**config.mk**
```make
export PLATFORM = sky130hd
export DESIGN_NAME = utilization_dvfs_governor_top
export DESIGN_NICKNAME = d
export VERILOG_FILES = /design/src/hw/rtl/dvg_pkg.sv /design/src/hw/rtl/dvg_core.sv /design/src/hw/rtl/utilization_dvfs_governor_top.sv
export SDC_FILE = /design/constraint.sdc
export NUM_CORES = 1
export LEC_CHECK = 0
export BUFFER_PORTS_ARGS = -buffer_cell sky130_fd_sc_hd__buf_4
export CORE_AREA = 2 2 103 105
export CTS_CLUSTER_DIAMETER = 40
export DETAILED_ROUTE_END_ITERATION = 10
export DIE_AREA = 0 0 105 107
export MAX_ROUTING_LAYER = met4
export PLACE_DENSITY = 0.75
export SYNTH_ARGS = -nofsm -noshare
export SYNTH_HDL_FRONTEND = slang
export SYNTH_SLANG_ARGS = --single-unit
```
**constraint.sdc**
```tcl
create_clock -name clock -period 3.15 [get_ports clock]
set_clock_uncertainty 0.1 [all_clocks]
set_input_delay 0.4725 -clock clock [delete_from_list [all_inputs] [get_ports clock]]
set_output_delay 0.4725 -clock clock [all_outputs]
set_load 0.01 [all_outputs]
```
**src/hw/rtl/dvg_pkg.sv**
```systemverilog
// shared types and constants for the utilization dvfs governor
// used by dvg_core, the top level and the checker; no dependencies
`default_nettype none

package dvg_pkg;

   localparam int UTIL_WIDTH = 9;
   localparam logic [UTIL_WIDTH-1:0] UTIL_FULL = 9'd256;

   localparam int CSR_INDEX_WIDTH = 3;
   localparam int CSR_DATA_WIDTH  = 16;

   // register indexes of the csr port
   localparam logic [CSR_INDEX_WIDTH-1:0] CSR_UP_TO_HIGH1   = 3'd0;
   localparam logic [CSR_INDEX_WIDTH-1:0] CSR_UP_TO_HIGH2   = 3'd1;
   localparam logic [CSR_INDEX_WIDTH-1:0] CSR_DOWN_TO_LOW   = 3'd2;
   localparam logic [CSR_INDEX_WIDTH-1:0] CSR_DOWN_TO_HIGH1 = 3'd3;
   localparam logic [CSR_INDEX_WIDTH-1:0] CSR_STEP_DELAY    = 3'd4;
   localparam logic [CSR_INDEX_WIDTH-1:0] CSR_FORCE_ENABLE  = 3'd5;
   localparam logic [CSR_INDEX_WIDTH-1:0] CSR_FORCE_THRESH  = 3'd6;

   // reset values of the thresholds
   localparam logic [UTIL_WIDTH-1:0] RST_UP_TO_HIGH1   = 9'd192;
   localparam logic [UTIL_WIDTH-1:0] RST_UP_TO_HIGH2   = 9'd235;
   localparam logic [UTIL_WIDTH-1:0] RST_DOWN_TO_LOW   = 9'd96;
   localparam logic [UTIL_WIDTH-1:0] RST_DOWN_TO_HIGH1 = 9'd64;
   localparam logic [UTIL_WIDTH-1:0] RST_FORCE_THRESH  = UTIL_FULL - 9'd5;
   localparam logic [CSR_DATA_WIDTH-1:0] RST_STEP_DELAY = 16'd300;

   // item opcodes
   localparam logic OP_SAMPLE = 1'b0;
   localparam logic OP_TICK   = 1'b1;

   // performance levels
   localparam logic [1:0] LEVEL_LOW   = 2'd0;
   localparam logic [1:0] LEVEL_HIGH1 = 2'd1;
   localparam logic [1:0] LEVEL_HIGH2 = 2'd2;

   typedef struct packed {
      logic [UTIL_WIDTH-1:0] up_to_high1;
      logic [UTIL_WIDTH-1:0] up_to_high2;
      logic [UTIL_WIDTH-1:0] down_to_low;
      logic [UTIL_WIDTH-1:0] down_to_high1;
      logic                  force_enable;
      logic [UTIL_WIDTH-1:0] force_thresh;
   } cfg_type;

   // governor state apart from the delay counter
   typedef struct packed {
      logic [1:0] level;
      logic       force_flag;
      logic       up_pending;
      logic       down_pending;
      logic       domain_req;
      logic       bus_req;
   } state_type;

   typedef struct packed {
      logic [1:0] level;
      logic       domain_max_request;
      logic       bus_max_request;
      logic       cpu_forced_max;
      logic       level_changed;
      logic       cpu_released;
   } result_type;

   function automatic logic [UTIL_WIDTH-1:0] sat_util(input logic [UTIL_WIDTH-1:0] v);
      return (v > UTIL_FULL) ? UTIL_FULL : v;
   endfunction

endpackage

`default_nettype wire

```
**src/hw/rtl/dvg_core.sv**
```systemverilog
// next-state and result logic of the governor for one beat
// depends on dvg_pkg
`default_nettype none

module dvg_core #(
   parameter int DELAY_WIDTH = 16
) (
   input  var dvg_pkg::state_type  state,
   input  var logic [DELAY_WIDTH-1:0] count,
   input  var dvg_pkg::cfg_type    cfg,
   input  var logic [DELAY_WIDTH-1:0] step_delay,
   input  var logic                opcode,
   input  var logic [dvg_pkg::UTIL_WIDTH-1:0] utilization,
   output dvg_pkg::state_type      state_nxt,
   output logic [DELAY_WIDTH-1:0]  count_nxt,
   output dvg_pkg::result_type     result
);
   import dvg_pkg::*;

   logic [UTIL_WIDTH-1:0] util_sat;
   logic                  up_hit;
   logic                  down_hit;
   logic                  changed;
   logic                  released;

   always_comb begin
      util_sat  = sat_util(utilization);
      up_hit    = ((state.level == LEVEL_HIGH1) && (util_sat > sat_util(cfg.up_to_high2))) ||
                  ((state.level == LEVEL_LOW) && (util_sat > sat_util(cfg.up_to_high1)));
      down_hit  = ((state.level == LEVEL_HIGH1) && (util_sat < sat_util(cfg.down_to_low))) ||
                  ((state.level == LEVEL_HIGH2) && (util_sat < sat_util(cfg.down_to_high1)));
      state_nxt = state;
      count_nxt = count;
      changed   = 1'b0;
      released  = 1'b0;

      if (opcode == OP_SAMPLE) begin
         state_nxt.domain_req = (state.level != LEVEL_LOW);
         state_nxt.bus_req    = (state.level == LEVEL_HIGH2);
         if ((state.level == LEVEL_HIGH2) && cfg.force_enable &&
             (util_sat >= sat_util(cfg.force_thresh))) begin
            state_nxt.force_flag = 1'b1;
         end
         // up check first, then down check may override it
         if (up_hit) begin
            state_nxt.down_pending = 1'b0;
            if (!state.up_pending) begin
               state_nxt.up_pending = 1'b1;
               count_nxt            = step_delay;
            end
         end
         if (down_hit) begin
            state_nxt.up_pending = 1'b0;
            if (!state_nxt.down_pending) begin
               state_nxt.down_pending = 1'b1;
               count_nxt              = step_delay;
            end
         end
      end else if (state.up_pending || state.down_pending) begin
         if (count > DELAY_WIDTH'(1)) begin
            count_nxt = count - DELAY_WIDTH'(1);
         end else begin
            count_nxt            = '0;
            released             = state.force_flag;
            state_nxt.force_flag = 1'b0;
            if (state.up_pending) begin
               if (state.level != LEVEL_HIGH2) begin
                  state_nxt.level = state.level + 2'd1;
                  changed         = 1'b1;
               end
            end else if (state.level != LEVEL_LOW) begin
               state_nxt.level = state.level - 2'd1;
               changed         = 1'b1;
            end
            state_nxt.up_pending   = 1'b0;
            state_nxt.down_pending = 1'b0;
         end
      end

      result.level              = state_nxt.level;
      result.domain_max_request = state_nxt.domain_req;
      result.bus_max_request    = state_nxt.bus_req;
      result.cpu_forced_max     = state_nxt.force_flag;
      result.level_changed      = changed;
      result.cpu_released       = released;
   end

endmodule

`default_nettype wire

```
**src/hw/rtl/utilization_dvfs_governor_top.sv**
```systemverilog
// top level of the three-level utilization dvfs governor
// depends on dvg_pkg and dvg_core
//
// usage
//  - req channel: one beat is a utilization sample (opcode 0) or a
//    millisecond tick (opcode 1); utilization is ignored on ticks
//  - rsp channel: exactly one beat per req beat, in order, carrying the
//    level after the beat, the domain and bus requests, the force flag
//    and the step / release strobes of a tick
//  - csr port: csr_we writes csr_wdata into register csr_index; indexes
//    beyond the list are dropped; write only while the block is idle
//  - latency: the rsp beat is valid in the cycle after the req beat
//  - throughput: one beat per cycle while rsp is not stalled; the whole
//    update is a single pass of compares and one counter decrement
//    between the governor state registers and the rsp register
//  - stall: req_ready stays high while the rsp register is empty or is
//    being taken in the same cycle; a stalled rsp holds its payload
//  - reset: level low, nothing pending, counter and requests clear,
//    registers back to their defaults, no rsp beat pending
`default_nettype none

module utilization_dvfs_governor_top #(
   parameter int DELAY_WIDTH = 16
) (
   input  var logic clock,
   input  var logic reset,

   input  var logic req_valid,
   output logic     req_ready,
   input  var logic req_opcode,
   input  var logic [dvg_pkg::UTIL_WIDTH-1:0] req_utilization,

   output logic       rsp_valid,
   input  var logic   rsp_ready,
   output logic [1:0] rsp_level,
   output logic       rsp_domain_max_request,
   output logic       rsp_bus_max_request,
   output logic       rsp_cpu_forced_max,
   output logic       rsp_level_changed,
   output logic       rsp_cpu_released,

   input  var logic csr_we,
   input  var logic [dvg_pkg::CSR_INDEX_WIDTH-1:0] csr_index,
   input  var logic [dvg_pkg::CSR_DATA_WIDTH-1:0]  csr_wdata
);
   import dvg_pkg::*;

   // configuration registers
   cfg_type                cfg_ff;
   logic [DELAY_WIDTH-1:0] step_delay_ff;

   // governor state
   state_type              state_ff;
   state_type              state_in;
   logic [DELAY_WIDTH-1:0] count_ff;
   logic [DELAY_WIDTH-1:0] count_in;

   // result register
   logic       rsp_valid_ff;
   result_type rsp_ff;
   result_type result;

   logic req_fire;

   assign req_ready = !rsp_valid_ff || rsp_ready;
   assign req_fire  = req_valid && req_ready;

   // csr writes, delay register kept to the counter width
   always_ff @(posedge clock) begin
      if (reset) begin
         cfg_ff.up_to_high1   <= RST_UP_TO_HIGH1;
         cfg_ff.up_to_high2   <= RST_UP_TO_HIGH2;
         cfg_ff.down_to_low   <= RST_DOWN_TO_LOW;
         cfg_ff.down_to_high1 <= RST_DOWN_TO_HIGH1;
         cfg_ff.force_enable  <= 1'b1;
         cfg_ff.force_thresh  <= RST_FORCE_THRESH;
         step_delay_ff        <= DELAY_WIDTH'(RST_STEP_DELAY);
      end else if (csr_we) begin
         unique case (csr_index)
            CSR_UP_TO_HIGH1:   cfg_ff.up_to_high1   <= csr_wdata[UTIL_WIDTH-1:0];
            CSR_UP_TO_HIGH2:   cfg_ff.up_to_high2   <= csr_wdata[UTIL_WIDTH-1:0];
            CSR_DOWN_TO_LOW:   cfg_ff.down_to_low   <= csr_wdata[UTIL_WIDTH-1:0];
            CSR_DOWN_TO_HIGH1: cfg_ff.down_to_high1 <= csr_wdata[UTIL_WIDTH-1:0];
            CSR_STEP_DELAY:    step_delay_ff        <= DELAY_WIDTH'(csr_wdata);
            CSR_FORCE_ENABLE:  cfg_ff.force_enable  <= csr_wdata[0];
            CSR_FORCE_THRESH:  cfg_ff.force_thresh  <= csr_wdata[UTIL_WIDTH-1:0];
            default: begin
               // unused index, write dropped
            end
         endcase
      end
   end

   dvg_core #(
      .DELAY_WIDTH(DELAY_WIDTH)
   ) u_core (
      .state       (state_ff),
      .count       (count_ff),
      .cfg         (cfg_ff),
      .step_delay  (step_delay_ff),
      .opcode      (req_opcode),
      .utilization (req_utilization),
      .state_nxt   (state_in),
      .count_nxt   (count_in),
      .result      (result)
   );

   // state moves only on an accepted req beat
   always_ff @(posedge clock) begin
      if (reset) begin
         state_ff <= '0;
         count_ff <= '0;
      end else if (req_fire) begin
         state_ff <= state_in;
         count_ff <= count_in;
      end
   end

   always_ff @(posedge clock) begin
      if (reset) begin
         rsp_valid_ff <= 1'b0;
      end else if (req_ready) begin
         rsp_valid_ff <= req_valid;
      end
   end

   // payload needs no reset
   always_ff @(posedge clock) begin
      if (req_fire) begin
         rsp_ff <= result;
      end
   end

   assign rsp_valid              = rsp_valid_ff;
   assign rsp_level              = rsp_ff.level;
   assign rsp_domain_max_request = rsp_ff.domain_max_request;
   assign rsp_bus_max_request    = rsp_ff.bus_max_request;
   assign rsp_cpu_forced_max     = rsp_ff.cpu_forced_max;
   assign rsp_level_changed      = rsp_ff.level_changed;
   assign rsp_cpu_released       = rsp_ff.cpu_released;

endmodule

`default_nettype wire

```
==> out/metrics.cfg, run 1 <==
[routing]
route.detailed.drc = 0
drt_pass1_iterations = 4
wirelength_mm = 13.9
via_per_inst = 5.78
avgRoutedWirePerCell_um = 15.9
vias = 5054
ant_nets = 0
drt_iter0_markers = 282

[synth]
async_reset_ff_share_pct = 0
ys.flop_type = dfxtp_1
synth_top_cell_area_share_pct = 31.8
synth_top_cells_by_area = dfxtp_1, nand2_1, ha_1
synth_seq_cells = 93
synth_seq_area_share_pct = 35.7
yosys_warnings = 0
synth_nets = 773
synth-edff-count = 7
synth_area_leader_cell = dfxtp_1
syn-mean-instance-area_um2 = 7.86
yosysUniqueCellTypes = 65
synth_area_mm2 = 0.00541
postSynthCellCount = 689

[clock_tree]
root_buffer = clkbuf_8
cts_buffers = 9
insertion_delay_ns = 0.37
cts_buffer_depth = 2
tritoncts = done
cts.clk_slew.worst_paths_ns = 0.09
cts_hold_buf = 0
htreeDepth = 3
cts.sinks = 93

[timing]
setup_ws_ns = 0.168
hold_ws_ns = 0.247
final_hold_viol_count = 0
fin_crit_sh_pct = 94.7
tightestPinTransition_ns = 0.852
fin_setup_tns_ns = 0
final_max_slew_viol_count = 0
finalSetupViolCount = 0
finalWorstPathRequiredPeriod_ns = 2.98
maxSlewHeadroom_pct = 43.2
max_freq_ghz = 0.335
rsz0062_at_grt = no

[setup_path]
cp_common_cell = a21oi_1
cp_slowest_cell = dfxtp_1
cp.arrival_ns = 3.16
crit_path_start_kind = register
setup.worst_path.end_class = register
critPathRequiredTime_ns = 3.33
critPathMaxStageDelay_ns = 0.41
path_delay_family = compound AO/OA/AOI/OAI gates
crit_path_max_fanout = 17
crit_buf_inv = 2
critPathKind = register to register
worstPathCellList = clkinvlp_4 -> nand2_1 -> ha_1 -> a21oi_1 -> o21ai_0 -> nor3_1 -> a21oi_1 -> a31oi_4 -> o22ai_2 -> buf_12 -> or3b_1 -> a311oi_1

[hold_path]
hold_path_class = primary input to register

[global_route]
grt_first_pass_wirelength_mm = 22.6
grt_max_degree = 88
overflow = 0
grt_usage_pct = 25.7
antenna_found_initial = 1
grt_pass1_vias = 4734

[final_layout]
final_core_util_pct = 60.7
n_fill_cell = 935
regArea_mm2 = 0.00193
syn2layout_area_growth_pct = 13.2
multiInputGateArea_mm2 = 0.00330
drive_above_1_share_pct = 13.0
layout.nets = 817

[power_and_ir_drop]
p_leak_uw = 0.00257
pwr_density_cell_mw_per_mm2 = 426
ir_drop_v = 0.000256

[flow_run]
max-cap-violations = 0

[place]
dp_hpwl_mm = 9.98
io_buffers = 42
finalWeightedCongestion = 0.874
dp_slack_ns = -0.238

[floorplan]
die_h_um = 107
core_mm2 = 0.0101
ios = 43
start_util_pct = 53.6
dieArea_mm2 = 0.0112
fp-row-count = 37
fp.dieW_um = 105

[outcome]
status = finished, final reports clean

==> synthesized netlist by cell type (2+ instances only) <==
master     count
a2111oi_1      2
a211o_1        7
a211oi_1       7
a21o_1         3
a21oi_1       74
a22oi_1        2
a311oi_1       3
a31o_1         2
a31oi_1        4
and3_1         2
buf_1          2
clkbuf_1      23
clkinv_1       3
dfxtp_1       86
edfxtp_1       7
ha_1          50
inv_1          9
inv_2          4
mux2i_1       13
nand2_1      194
nand2b_1       6
nand3_1       15
nand3b_1      22
nand4_1        4
nand4b_1       2
nor2_1        43
nor2b_1       17
nor3_1        11
nor3b_1        2
nor4_1         2
nor4b_1        2
o211ai_1       2
o21ai_0       12
o21ai_1       12
o41ai_1        3
or3b_1         4
xnor2_1        3
xor2_1         3
==> state kept, by name (all words and copies together) (netlist names) <==
name,flops
cfg_ff,46
count_ff,16
step_delay_ff,16
state_ff,7
rsp_level,2
rsp_bus_max_request,1
rsp_cpu_forced_max,1
rsp_cpu_released,1
rsp_domain_max_request,1
rsp_level_changed,1
rsp_valid,1
==> cells in the final DEF, fill, tap and decap left out, types with 5 or more instances in the layout <==
| cell | netlist | final |
|---|---|---|
| nand2b_1 | 6 | 6 |
| inv_1 | 9 | 9 |
| mux2i_1 | 13 | 13 |
| buf_4 | 1 | 61 |
| dfxtp_1 | 86 | 86 |
| nand3b_1 | 22 | 22 |
| nand3_1 | 15 | 15 |
| clkbuf_8 | 0 | 11 |
| inv_2 | 4 | 5 |
| o21ai_1 | 12 | 12 |
| a21oi_1 | 74 | 74 |
| o21ai_0 | 12 | 12 |
| ha_1 | 50 | 50 |
| edfxtp_1 | 7 | 7 |
| a211oi_1 | 7 | 7 |
| nor3_1 | 11 | 10 |
| a211o_1 | 7 | 7 |
| nand2_1 | 194 | 194 |
| nor2b_1 | 17 | 16 |
| nor2_1 | 43 | 43 |
==> metal layers <==
layer / global-route usage (%) / vias up / wire [µm]
li1: - / 2493 / -
met1: 30.8 / 2398 / 6030
met2: 43.0 / 131 / 6760
met3: 4.92 / 32 / 761
met4: 10.1 / 0 / 371
met5: - / - / 0
==> cell type report <==
cell class | count | share of cell area (%)
Tap cell | 136 | 2.78
Clock inverter | 5 | 0.572
Timing Repair Buffer | 62 | 7.80
Sequential cell | 93 | 31.5
Antenna cell | 1 | 0.0408
Clock buffer | 11 | 2.47
Multi-Input combinational cell | 551 | 53.8
Inverter | 16 | 1.04
==> logic make-up (layout without fill, tap and decap cells) <==
group           count (synthesis)  in the layout  synth area share (%)
flops                          93             93                  35.7
mux                            14             14                  2.61
buf+inv                        45             94                  3.56
other cells                     0              1                     0
simple gates                  335            335                  28.8
xor+xnor                        6              6                 0.971
fa+ha+maj                      50             50                  11.6
compound gates                146            146                  16.8
==> worst min-delay path: stages <==
cell	delay, ns
buf_4	0.11
nand2_1	0.05
a21oi_1	0.05
==> per-stage QoR <==
step / cells / total power (µW) / cell area, µm²
finish: 875 / 2610 / 6130
global route: 875 / 2730 / 6130
CTS: 872 / 2610 / 6110
detailed placement: 856 / 1860 / 5920
global placement: 856 / 1840 / 5920
floorplan: 689 / 1680 / 5410
==> final timing paths <==
check,start,to,slack [ns],cells after the start
max,cfg_ff[45],count_ff[14],0.17,12
min reg2reg,step_delay_ff[12],step_delay_ff[12],0.36,2
min,csr_wdata[14],step_delay_ff[14],0.25,3
max reg2reg,cfg_ff[45],count_ff[14],0.17,12
==> timing repair <==
action | in CTS | in global routing
setup endpoints to repair | 0 | 4
gates resized for setup | 0 | 3
setup buffers | 0 | 2
==> power by group <==
part	leakage (µW)	total [µW]	switching [µW]	internal, µW
Clock	0.0000953	768	437	330
Sequential	0.000770	1270	40.9	1230
Combinational	0.00170	570	331	240
Power figures use the tool's default switching activity.
==> run 2: changes to the inputs <==
Settings changed: ABC_AREA from default to 1, CORE_AREA 2 2 103 105 to 2 2 111 113, DIE_AREA 0 0 105 107 to 0 0 113 115, PLACE_DENSITY 0.75 to 0.76.
==> out/metrics.cfg, run 2 <==
[synth]
yosys_warnings = 0  ; unchanged
synth_seq_area_share_pct = 30.0  ; was 35.7%
syn-mean-instance-area_um2 = 6.67  ; was 7.86 µm²
synth_area_leader_cell = dfxtp_1  ; unchanged
synth-edff-count = 7  ; unchanged
synthTopCellsByCount = nand2_1, nor2_1, dfxtp_1, inv_1, o21ai_0  ; was nand2_1, dfxtp_1, a21oi_1, ha_1, nor2_1
async_reset_ff_share_pct = 0  ; unchanged
synth_top_cells_by_area = dfxtp_1, nand2_1, ha_1  ; unchanged
yosysUniqueCellTypes = 43  ; was 65
synth_top_cell_area_share_pct = 26.7  ; was 31.8%
synth_seq_cells = 93  ; unchanged
synth_nets = 1049  ; was 773
yosysMostFrequentCell = nand2_1  ; unchanged
ys.flop_type = dfxtp_1  ; unchanged
synth_area_mm2 = 0.00644  ; was 0.00541 mm²
postSynthCellCount = 965  ; was 689

[floorplan]
start_util_pct = 54.5  ; was 53.6%
ios = 43  ; unchanged
core_mm2 = 0.0118  ; was 0.0101 mm²
fp-row-count = 40  ; was 37
fp.dieW_um = 113  ; was 105 µm
die_h_um = 115  ; was 107 µm
dieArea_mm2 = 0.0130  ; was 0.0112 mm²

[setup_path]
crit_path_max_fanout = 8  ; was 17
cp.arrival_ns = 3.07  ; was 3.16 ns
critPathKind = register to register  ; unchanged
crit_path_start_kind = register  ; unchanged
setup.worst_path.end_class = register  ; unchanged
critPathRequiredTime_ns = 3.29  ; was 3.33 ns

[final_layout]
diodes = 0  ; was 1
syn2layout_area_growth_pct = 12.8  ; was 13.2%
largest_reg_flops = 46  ; unchanged
finalInstanceArea_mm2 = 0.00726  ; was 0.00613 mm²
top_register = cfg_ff  ; unchanged
drive_above_1_share_pct = 13.1  ; was 13.0%
reg.largest.list = cfg_ff x46, count_ff x16, step_delay_ff x16  ; unchanged
final_core_util_pct = 61.5  ; was 60.7%
layout_commonest_cell = nand2_1  ; unchanged
final_cell_mix = nand2_1, nor2_1, dfxtp_1  ; was nand2_1, dfxtp_1, a21oi_1
n_fill_cell = 1074  ; was 935
layout.nets = 1084  ; was 817

[hold_path]
hold_path_class = primary input to register  ; unchanged

[clock_tree]
insertion_delay_ns = 0.35  ; was 0.37 ns
root_buffer = clkbuf_16  ; was clkbuf_8
tritoncts = done  ; unchanged
htreeDepth = 3  ; unchanged
cts.clk_slew.worst_paths_ns = 0.07  ; was 0.09 ns
cts_buffers = 9  ; unchanged
post_cts_buffers = 0  ; unchanged
cts.sinks = 93  ; unchanged
cts_buffer_depth = 2  ; unchanged
cts_hold_buf = 0  ; unchanged

[timing]
final_max_slew_viol_count = 0  ; unchanged
max_freq_ghz = 0.342  ; was 0.335 GHz
finalSetupViolCount = 0  ; unchanged
finalWorstPathRequiredPeriod_ns = 2.93  ; was 2.98 ns
final_hold_viol_count = 0  ; unchanged
maxSlewHeadroom_pct = 55.0  ; was 43.2%
fin_crit_sh_pct = 92.9  ; was 94.7%
rsz0062_at_grt = yes  ; was no
tightestPinTransition_ns = 0.672  ; was 0.852 ns

[outcome]
status = finished with violations  ; was finished, final reports clean
failed_checks = DRC

[routing]
ant_nets = 0  ; unchanged
wirelength_mm = 16.9  ; was 13.9 mm
vias = 6373  ; was 5,054
drt_iter0_markers = 514  ; was 282
avgRoutedWirePerCell_um = 14.6  ; was 15.9 µm
via_per_inst = 5.53  ; was 5.78
drt_pass1_iterations = 9  ; was 4
route.detailed.drc = 2  ; was 0

[place]
place_area_mm2 = 0.00687  ; was 0.00592 mm²
dp_hpwl_mm = 11.6  ; was 9.98 mm
finalWeightedCongestion = 0.910  ; was 0.874
io_buffers = 42  ; unchanged

[power_and_ir_drop]
fin_total_pwr_uw = 3150  ; was 2610 µW
p_leak_uw = 0.00358  ; was 0.00257 µW
pwr_density_cell_mw_per_mm2 = 434  ; was 426 mW/mm²
ir_drop_v = 0.000398  ; was 0.000256 V

[flow_run]
max-cap-violations = 0  ; unchanged

[global_route]
grt_first_pass_wirelength_mm = 27.8  ; was 22.6 mm
grt_usage_pct = 27.2  ; was 25.7%
grt_pass1_vias = 5706  ; was 4,734
overflow = 0  ; unchanged
antenna_found_initial = 0  ; was 1
grt_max_degree = 63  ; was 88

-- run 2: logic make-up (layout without fill, tap and decap cells) --
family / Yosys count / after routing / share of synthesized area (%)
flops: 93 / 93 / 30.0
fa+ha+maj: 50 / 50 / 9.72
compound gates: 168 / 168 / 14.5
xor+xnor: 13 / 13 / 1.77
buf+inv: 130 / 169 / 8.98
simple gates: 511 / 512 / 35.0
-- run 2: per-layer routing --
| layer | part of all wire (%) | GRT usage [%] |
|---|---|---|
| met1 | 46 | 37.7 |
| met2 | 45 | 41.5 |
| met3 | 7.4 | 3.85 |
| met4 | 1.9 | 7.89 |
| met5 | 0 | - |
-- run 2: timing repair --
action,CTS,global route
endpoints found under the setup margin,0,14
gates resized for setup,0,5
hold endpoints to repair,0,0
-- run 2: power by group --
group,internal (µW),switching [µW]
clock network,620,496
registers,1250,65.0
logic,273,447
-- run 2: final cells by class --
cell class                      count  area, µm²  share of cell area [%]
Multi-Input combinational cell    743       3970                    54.7
Timing Repair Buffer               64        541                    7.44
Tap cell                          147        184                    2.53
Inverter                           89        334                    4.60
Clock buffer                        9        225                    3.10
Clock inverter                      7       73.8                    1.02
Sequential cell                    93       1930                    26.6
-- run 2: stage by stage --
| stage | setup slack [ns] | std cells | hold WS [ns] | setup TNS [ns] |
|---|---|---|---|---|
| floorplan | 0.502 | 965 | 0.329 | 0 |
| global placement | 0.215 | 1133 | 0.346 | 0 |
| detailed placement | 0.191 | 1133 | 0.350 | 0 |
| CTS | 0.229 | 1149 | 0.236 | 0 |
| global route | -0.0260 | 1152 | 0.237 | -0.0508 |
| finish | 0.224 | 1152 | 0.238 | 0 |
-- run 2: critical path: stages (launching register included) --
cell	delay [ns]
dfxtp_1	0.33
or4_1	0.53
nor2_1	0.10
nand3_1	0.08
nand2_2	0.10
nand2_1	0.07
ha_1	0.29
nand2_1	0.07
nor2_1	0.18
a31oi_2	0.18
nand2_8	0.17
nand3_2	0.21
nand2_1	0.11
nand2_1	0.05
nand2_1	0.05
nand2_1	0.07
nand2_1	0.08
a21oi_2	0.05
-- run 2: final timing paths --
path / start / endpoint / slack (ns) / depth (start not counted)
setup / recovery: cfg_ff[32] / count_ff[7] / 0.22 / 17
hold / removal: reset / rsp_valid / 0.24 / 2
setup reg to reg: cfg_ff[32] / count_ff[7] / 0.22 / 17
hold reg to reg: state_ff[0] / state_ff[0] / 0.36 / 2
